$ cat config.mk
export PLATFORM = sky130hd
export DESIGN_NAME = frequency_to_seven_segment_top_flat
export DESIGN_NICKNAME = d
export VERILOG_FILES = /design/src/design/fts_pkg.sv /design/src/design/fts_if.sv /design/src/design/fts_dd_cell.sv /design/src/design/fts_seg_enc.sv /design/src/design/frequency_to_seven_segment_top.sv /design/src/flat_wrapper.sv
export SDC_FILE = /design/constraint.sdc
export NUM_CORES = 2
export LEC_CHECK = 0
export BUFFER_PORTS_ARGS = -buffer_cell sky130_fd_sc_hd__buf_2
export CORE_MARGIN = 8
export CORE_UTILIZATION = 35
export DETAILED_ROUTE_END_ITERATION = 10
export GPL_ROUTABILITY_DRIVEN = 0
export MAX_ROUTING_LAYER = met4
export PLACE_DENSITY = 0.52
export SETUP_SLACK_MARGIN = 0.02
export SLEW_MARGIN = 5
export SYNTH_ARGS = -nofsm -noshare
export SYNTH_HDL_FRONTEND = slang
export SYNTH_HIERARCHICAL = 1
export SYNTH_SLANG_ARGS = --single-unit
$ cat constraint.sdc
create_clock -name clk_i -period 28.3 [get_ports clk_i]
set_input_delay 2.83 -clock clk_i [delete_from_list [all_inputs] [get_ports clk_i]]
set_output_delay 2.83 -clock clk_i [all_outputs]
set_load 0.03 [all_outputs]
$ cat src/design/fts_pkg.sv
// Shared constants, types and the segment table of the frequency display decoder.
`default_nettype none
package fts_pkg;

  localparam int FREQ_W     = 34;
  localparam int DIG_W      = 4;
  localparam int NUM_DIGITS = 11;
  localparam int BCD_W      = NUM_DIGITS * DIG_W;
  localparam int PLACES     = 7;
  localparam int DROP_DIGITS = 3;
  localparam int SEG_W      = 7;

  localparam logic [SEG_W-1:0] SEG_DASH  = 7'h40;
  localparam logic [SEG_W-1:0] SEG_BLANK = 7'h00;

  typedef struct packed {
    logic [BCD_W-1:0]  bcd;
    logic [FREQ_W-1:0] bin;
  } dd_word_t;

  typedef logic [PLACES-1:0][SEG_W-1:0] seg_row_t;

  function automatic logic [SEG_W-1:0] seg_of(input logic [DIG_W-1:0] digit);
    logic [SEG_W-1:0] seg;
    unique case (digit)
      4'd0:    seg = 7'h3F;
      4'd1:    seg = 7'h06;
      4'd2:    seg = 7'h5B;
      4'd3:    seg = 7'h4F;
      4'd4:    seg = 7'h66;
      4'd5:    seg = 7'h6D;
      4'd6:    seg = 7'h7D;
      4'd7:    seg = 7'h07;
      4'd8:    seg = 7'h7F;
      4'd9:    seg = 7'h6F;
      default: seg = SEG_BLANK;
    endcase
    return seg;
  endfunction

endpackage
`default_nettype wire

$ cat src/design/fts_if.sv
// Valid/ready channel interfaces for frequency input and segment output.
`default_nettype none
interface fts_freq_if;
  logic                       valid;
  logic                       ready;
  logic [fts_pkg::FREQ_W-1:0] frequency_hz;

  modport source (output valid, output frequency_hz, input ready);
  modport sink   (input valid, input frequency_hz, output ready);
endinterface

interface fts_seg_if;
  logic                      valid;
  logic                      ready;
  logic [fts_pkg::SEG_W-1:0] seg_place_0;
  logic [fts_pkg::SEG_W-1:0] seg_place_1;
  logic [fts_pkg::SEG_W-1:0] seg_place_2;
  logic [fts_pkg::SEG_W-1:0] seg_place_3;
  logic [fts_pkg::SEG_W-1:0] seg_place_4;
  logic [fts_pkg::SEG_W-1:0] seg_place_5;
  logic [fts_pkg::SEG_W-1:0] seg_place_6;

  modport source (output valid, output seg_place_0, output seg_place_1, output seg_place_2,
                  output seg_place_3, output seg_place_4, output seg_place_5,
                  output seg_place_6, input ready);
  modport sink   (input valid, input seg_place_0, input seg_place_1, input seg_place_2,
                  input seg_place_3, input seg_place_4, input seg_place_5,
                  input seg_place_6, output ready);
endinterface
`default_nettype wire

$ cat src/design/fts_dd_cell.sv
// One shift-and-add-3 step of the binary to BCD conversion chain.
`default_nettype none
module fts_dd_cell (
  input  wire logic              clk_i,
  input  wire logic              rst_ni,
  input  wire logic              adv_i,
  input  wire logic              valid_i,
  input  wire fts_pkg::dd_word_t word_i,
  output logic                   valid_o,
  output fts_pkg::dd_word_t      word_o
);

  logic                      valid_q;
  fts_pkg::dd_word_t         word_q, word_d;
  logic [fts_pkg::BCD_W-1:0] bcd_adj;

  always_comb begin
    for (int i = 0; i < fts_pkg::NUM_DIGITS; i++) begin
      if (word_i.bcd[i*fts_pkg::DIG_W +: fts_pkg::DIG_W] >= 4'd5) begin
        bcd_adj[i*fts_pkg::DIG_W +: fts_pkg::DIG_W] =
          word_i.bcd[i*fts_pkg::DIG_W +: fts_pkg::DIG_W] + 4'd3;
      end else begin
        bcd_adj[i*fts_pkg::DIG_W +: fts_pkg::DIG_W] =
          word_i.bcd[i*fts_pkg::DIG_W +: fts_pkg::DIG_W];
      end
    end
    word_d.bcd = {bcd_adj[fts_pkg::BCD_W-2:0], word_i.bin[fts_pkg::FREQ_W-1]};
    word_d.bin = {word_i.bin[fts_pkg::FREQ_W-2:0], 1'b0};
  end

  always_ff @(posedge clk_i or negedge rst_ni) begin
    if (!rst_ni) begin
      valid_q <= 1'b0;
    end else if (adv_i) begin
      valid_q <= valid_i;
    end
  end

  always_ff @(posedge clk_i) begin
    if (adv_i) begin
      word_q <= word_d;
    end
  end

  assign valid_o = valid_q;
  assign word_o  = word_q;

endmodule
`default_nettype wire

$ cat src/design/fts_seg_enc.sv
// Picks the kilohertz digits, blanks leading zeros and maps them to segments; zero shows dashes.
`default_nettype none
module fts_seg_enc (
  input  wire logic [fts_pkg::BCD_W-1:0] bcd_i,
  output fts_pkg::seg_row_t              seg_o
);

  always_comb begin
    logic                      leading;
    logic [fts_pkg::DIG_W-1:0] digit;
    leading = 1'b1;
    for (int k = 0; k < fts_pkg::PLACES; k++) begin
      digit = bcd_i[(fts_pkg::DROP_DIGITS + fts_pkg::PLACES - 1 - k) * fts_pkg::DIG_W
                    +: fts_pkg::DIG_W];
      if (bcd_i == '0) begin
        seg_o[k] = fts_pkg::SEG_DASH;
      end else if (leading && digit == '0) begin
        seg_o[k] = fts_pkg::SEG_BLANK;
      end else begin
        leading  = 1'b0;
        seg_o[k] = fts_pkg::seg_of(digit);
      end
    end
  end

endmodule
`default_nettype wire

$ cat src/design/frequency_to_seven_segment_top.sv
// Top level of the frequency to seven-segment decoder: cell chain and output register.
//
// Usage:
//   freq_i carries a 34-bit frequency in hertz; seg_o carries seven segment
//   patterns (bit 0 = A .. bit 6 = G), leftmost place first, showing the
//   kilohertz value modulo 10^7 with leading zeros blanked; zero hertz shows
//   a dash in every place.
//   Each transfer on freq_i moves through a row of 34 conversion cells, one
//   input bit per cell, then the segment encoder and the output register.
//   Throughput is one item per cycle while seg_o is not stalled; the whole
//   row advances together. When the receiver stalls with a result waiting,
//   the row and freq_i.ready hold until seg_o.ready returns; a bubble ahead
//   of an empty output register keeps the row moving.
//   Reset clears all valid flags; no item is in flight afterwards and the
//   block takes input in the first cycle after reset.
`default_nettype none
module frequency_to_seven_segment_top (
  input  wire logic clk_i,
  input  wire logic rst_ni,
  fts_freq_if.sink  freq_i,
  fts_seg_if.source seg_o
);

  localparam int Stages = fts_pkg::FREQ_W;

  logic                        adv;
  logic [Stages:0]             valid_chain;
  fts_pkg::dd_word_t           word_chain [Stages+1];
  fts_pkg::seg_row_t           seg_row;
  fts_pkg::seg_row_t           seg_q;
  logic                        out_valid_q;

  assign adv          = !out_valid_q || seg_o.ready;
  assign freq_i.ready = adv;

  assign valid_chain[0]    = freq_i.valid;
  assign word_chain[0].bcd = '0;
  assign word_chain[0].bin = freq_i.frequency_hz;

  for (genvar s = 0; s < Stages; s++) begin : g_cell
    fts_dd_cell u_cell (
      .clk_i   (clk_i),
      .rst_ni  (rst_ni),
      .adv_i   (adv),
      .valid_i (valid_chain[s]),
      .word_i  (word_chain[s]),
      .valid_o (valid_chain[s+1]),
      .word_o  (word_chain[s+1])
    );
  end

  fts_seg_enc u_enc (
    .bcd_i (word_chain[Stages].bcd),
    .seg_o (seg_row)
  );

  always_ff @(posedge clk_i or negedge rst_ni) begin
    if (!rst_ni) begin
      out_valid_q <= 1'b0;
    end else if (adv) begin
      out_valid_q <= valid_chain[Stages];
    end
  end

  always_ff @(posedge clk_i) begin
    if (adv) begin
      seg_q <= seg_row;
    end
  end

  assign seg_o.valid       = out_valid_q;
  assign seg_o.seg_place_0 = seg_q[0];
  assign seg_o.seg_place_1 = seg_q[1];
  assign seg_o.seg_place_2 = seg_q[2];
  assign seg_o.seg_place_3 = seg_q[3];
  assign seg_o.seg_place_4 = seg_q[4];
  assign seg_o.seg_place_5 = seg_q[5];
  assign seg_o.seg_place_6 = seg_q[6];

  a_stall_holds_row: assert property (@(posedge clk_i) disable iff (!rst_ni)
    !adv |=> $stable(valid_chain[Stages:1]))
    else $error("cell row moved during output stall");

  a_last_cell_to_out: assert property (@(posedge clk_i) disable iff (!rst_ni)
    adv && valid_chain[Stages] |=> out_valid_q)
    else $error("result from last cell lost");

  a_dash_all_places: assert property (@(posedge clk_i) disable iff (!rst_ni)
    out_valid_q && seg_q[0] == fts_pkg::SEG_DASH |->
      seg_q[6] == fts_pkg::SEG_DASH && seg_q[3] == fts_pkg::SEG_DASH)
    else $error("partial dash display");

  a_units_shown: assert property (@(posedge clk_i) disable iff (!rst_ni)
    out_valid_q && seg_q[0] != fts_pkg::SEG_BLANK |-> seg_q[6] != fts_pkg::SEG_BLANK)
    else $error("units place blanked after a shown digit");

endmodule
`default_nettype wire
$ cat src/flat_wrapper.sv
// flat-port wrapper written by rule: the top's interface ports become plain ports
module frequency_to_seven_segment_top_flat 
  (clk_i, rst_ni, freq_i_valid, freq_i_frequency_hz, freq_i_ready, seg_o_valid, seg_o_seg_place_0, seg_o_seg_place_1, seg_o_seg_place_2, seg_o_seg_place_3, seg_o_seg_place_4, seg_o_seg_place_5, seg_o_seg_place_6, seg_o_ready);
  fts_freq_if freq_i_i ();
  fts_seg_if seg_o_i ();
  input  wire logic clk_i;
  input  wire logic rst_ni;
  input wire logic [$bits(freq_i_i.valid)-1:0] freq_i_valid;
  input wire logic [$bits(freq_i_i.frequency_hz)-1:0] freq_i_frequency_hz;
  output wire logic [$bits(freq_i_i.ready)-1:0] freq_i_ready;
  output wire logic [$bits(seg_o_i.valid)-1:0] seg_o_valid;
  output wire logic [$bits(seg_o_i.seg_place_0)-1:0] seg_o_seg_place_0;
  output wire logic [$bits(seg_o_i.seg_place_1)-1:0] seg_o_seg_place_1;
  output wire logic [$bits(seg_o_i.seg_place_2)-1:0] seg_o_seg_place_2;
  output wire logic [$bits(seg_o_i.seg_place_3)-1:0] seg_o_seg_place_3;
  output wire logic [$bits(seg_o_i.seg_place_4)-1:0] seg_o_seg_place_4;
  output wire logic [$bits(seg_o_i.seg_place_5)-1:0] seg_o_seg_place_5;
  output wire logic [$bits(seg_o_i.seg_place_6)-1:0] seg_o_seg_place_6;
  input wire logic [$bits(seg_o_i.ready)-1:0] seg_o_ready;
  assign freq_i_i.valid = freq_i_valid;
  assign freq_i_i.frequency_hz = freq_i_frequency_hz;
  assign freq_i_ready = freq_i_i.ready;
  assign seg_o_valid = seg_o_i.valid;
  assign seg_o_seg_place_0 = seg_o_i.seg_place_0;
  assign seg_o_seg_place_1 = seg_o_i.seg_place_1;
  assign seg_o_seg_place_2 = seg_o_i.seg_place_2;
  assign seg_o_seg_place_3 = seg_o_i.seg_place_3;
  assign seg_o_seg_place_4 = seg_o_i.seg_place_4;
  assign seg_o_seg_place_5 = seg_o_i.seg_place_5;
  assign seg_o_seg_place_6 = seg_o_i.seg_place_6;
  assign seg_o_i.ready = seg_o_ready;
  frequency_to_seven_segment_top u_core (.clk_i(clk_i), .rst_ni(rst_ni), .freq_i(freq_i_i), .seg_o(seg_o_i));
endmodule
==> impl.org <==
** Outcome
- The run finished with clean final reports.

** Route
- After the first detailed-routing iteration, the DRC count stood at 2425.
- Using the TritonRoute via totals, the vias-per-cell ratio works out to 4.34.
- The pre-antenna-repair detailed-routing pass consisted of 6 iterations.
- Total number of vias :: 55900
- The routed design has 137 mm of wire.
- In the routed design, unresolved DRC markers number 0.
- Wirelength per Cell :: 10.7 um
- In this run the remaining antenna-violating nets after routing total 0.

** Floorplanning
- The die covers 0.313 mm^2.
- Total core area :: 0.294 mm^2
- The floorplan step set the die width to 559 um.
- For this design the top-level I/O count stands at 89.
- For this configuration, the core starts out at a cell density of 35.2%.
- After floorplanning, the core was divided into 199 placement rows.
- Die height :: 559 um

** Synth
- A synthesized cell averages 12.5 um^2.
- Count of yosys warnings during synthesis :: 6
- Synthesis produced 8278 cells.
- Post-synthesis cell area :: 0.103 mm^2

** Clock network
- CTS saw 2141 sinks.
- Clock tree from TritonCTS :: done
- Clock latency on the worst-skew pair, taken at its later pin, is 880 ps.
- Reg clk slew, reported paths :: 60 ps
- Clock buffer count from CTS :: 242
- H-tree depth :: 4
- The cell sitting at the root of the clock tree is a clkbuf_16.
- Longest Clk Path Bufs :: 4
- Buffers inserted during post-CTS setup optimization :: 0
- The number of hold buffers added after CTS was 0.
- Gates resized during post-CTS repair numbered 0.

** GRT
- Initial antenna violation count :: 1
- Across every metal layer, demand over resource in global routing totals 8.89%.
- Wire length of the first global-routing pass :: 240 mm
- The total overflow left after global routing is 0.
- The number of global-route vias before repair came to 55300.
- Entering global routing, the biggest net connects 187 pins.

** Pwr
- The design draws 0.0147 W.
- Power spread over the standard cell area amounts to 126 mW/mm^2.
- Maximum vdd ir drop :: 0.0571 mV
- Total leakage power :: 47.5 nW

** Timing
- Final number of max-transition violations :: 0
- In the finished design, the share of the clock period the worst path needs comes to 25.1%.
- Setup repair after global routing left no endpoint under its margin.
- Worst Hold Slack :: 368 ps
- Static timing analysis puts the maximum clock frequency at 141 MHz.
- Across the routed clock network, the largest skew measured is 58.2 ps.
- The smallest clock period supported by the final layout is computed as 7110 ps.
- Headroom to the max-slew limit :: 25.9%
- Slew at the pin closest to its max-slew limit :: 1110 ps
- Setup violations remaining at the end of the flow were counted as 0.
- For the final routed database, the setup TNS stands at 0 ps.
- The final-report hold violation count came to 0.

** Cells and area
- Layout cells sized above 1 :: 9.37%
- At the end of the flow the core is filled with cells to 39.8%.
- Sequential standard cell area :: 0.0641 mm^2
- The area growth from synthesis to layout is 13.2%.
- In the final design database the tool counted 9608 nets.
- The layout has 27500 filler cells.
- Total area of multi-input combinational cells :: 0.0368 mm^2

** Critical path
- Slowest stage delay, CP :: 950 ps
- Cell depth of the worst setup path :: 7
- On the critical path the largest part of the delay comes from buffers and inverters.
- Data required time at the worst endpoint :: 28750 ps
- Critical path cell sequence :: buf_2, nand2b_4, buf_4, buf_12, buf_4, buf_4, buf_4
- Among the stages of the critical path, the cell type that occurs most often is buf_4.
- For the worst setup path, the data arrival time is 7560 ps.
- The critical path in this run is classified as in2reg.
- STA classifies the critical path endpoint as a flip-flop.
- Largest fanout on the critical path :: 136
- Critical Path Slowest Stage Cell :: buf_4
- Together, buffers and inverters on the worst path number 6.
- The worst setup path is launched from an input port.
- Counting cells, the worst reg-to-reg path comes to 6.

** Flow run
- Maxcap violations :: 0

** Placement
- The wire-length estimate of the detail-placed layout is 91.0 mm.
- Count of input and output buffers :: 88

** Min path
- The worst hold path belongs to the class reg2reg.
- Number of cells on the worst hold path :: 0
## metal layers
metal,global-route usage (%),up-vias,wire length (um),part of all wire [%]
met4,2.84,0,4030,2.9
met5,-,-,0,0
li1,-,29400,-,-
met2,16.3,429,69200,50
met3,1.97,296,5190,3.8
met1,9.50,25800,59000,43
## cell usage in the layout (no fill, tap or decap), types with 2 or more instances in the layout
| cell | instances |
|---|---|
| nand2_1 | 1479 |
| clkbuf_16 | 245 |
| edfxtp_1 | 2106 |
| mux2i_1 | 375 |
| ha_1 | 790 |
| clkinv_8 | 3 |
| buf_4 | 24 |
| inv_1 | 773 |
| bufinv_16 | 17 |
| inv_6 | 2 |
| clkinv_2 | 29 |
| buf_2 | 88 |
| diode_2 | 2 |
| mux2_2 | 34 |
| nor2b_1 | 3 |
| nand2b_1 | 727 |
| clkbuf_1 | 64 |
| nor2_1 | 425 |
| a22oi_1 | 2 |
| dfrtp_1 | 35 |
| o21ai_1 | 340 |
| buf_12 | 3 |
| a21oi_1 | 33 |
| o22ai_1 | 6 |
| clkinvlp_4 | 5 |
| o21ai_0 | 355 |
| nor4_1 | 5 |
| clkbuf_8 | 5 |
| and2_1 | 2 |
| o21a_1 | 5 |
| nand4_1 | 2 |
| conb_1 | 149 |
| or2_2 | 4 |
| or2b_1 | 2 |
| clkinv_1 | 60 |
| xnor2_1 | 374 |
| a21oi_2 | 374 |
| nor3_1 | 5 |
## worst register-to-register path, cell delays in order (launching register included)
cell	delay [ps]
dfrtp_1	410
nand2b_4	330
buf_4	670
buf_12	620
buf_4	1110
buf_4	850
buf_4	970
## through the flow
step                      std cells  setup slack [ps]  area (um^2)
after floorplan                8426              8220       104000
after global placement        12500             20340       109000
after detailed placement      12500             20290       109000
after CTS                     12900             21240       117000
after global routing          12900             20800       117000
final                         12900             21190       117000
## flip-flops by register name, summed over array words and instances, names as in the netlist
name                          flops
u_core/g_cell.u_cell/valid_o     34
u_core/seg_o.seg_place_0          7
u_core/seg_o.seg_place_1          7
u_core/seg_o.valid                1
u_core/g_cell.u_cell/word_o    2057
u_core/seg_o.seg_place_6          7
u_core/seg_o.seg_place_3          7
u_core/seg_o.seg_place_4          7
u_core/seg_o.seg_place_5          7
u_core/seg_o.seg_place_2          7
## path summary, 6_finish.rpt
check / from / to / slack [ps]
setup / recovery: seg_o_ready / u_core/seg_o.seg_place_6[1]$_DFFE_PP_ / 21190
hold / removal: u_core/g_cell[19].u_cell/word_o[22]$_DFFE_PP_ / u_core/g_cell[20].u_cell/word_o[23]$_DFFE_PP_ / 370
setup reg to reg: u_core/seg_o.valid$_DFFE_PN0P_ / u_core/seg_o.seg_place_6[1]$_DFFE_PP_ / 22850
hold reg to reg: u_core/g_cell[19].u_cell/word_o[22]$_DFFE_PP_ / u_core/g_cell[20].u_cell/word_o[23]$_DFFE_PP_ / 370
max in group asynchronous: rst_ni / u_core/g_cell[4].u_cell/valid_o$_DFFE_PN0P_ / 25790
min in group asynchronous: rst_ni / u_core/g_cell[7].u_cell/valid_o$_DFFE_PN0P_ / 2030
## area by class of cell
class / instances / share of cell area (%)
Timing Repair Buffer: 115 / 0.582
Tap cell: 3919 / 4.19
Multi-Input combinational cell: 5507 / 31.5
Clock buffer: 314 / 5.51
Antenna cell: 2 / 0.00428
Inverter: 773 / 2.48
Sequential cell: 2141 / 54.8
Clock inverter: 118 / 0.885
## power by group
part / switching (W) / internal, W / leakage (nW)
Combinational: 0.00263 / 0.00212 / 22.0
Sequential: 0.00108 / 0.00592 / 21.9
Clock: 0.00120 / 0.00174 / 3.63
(Power assumes the default switching activity.)
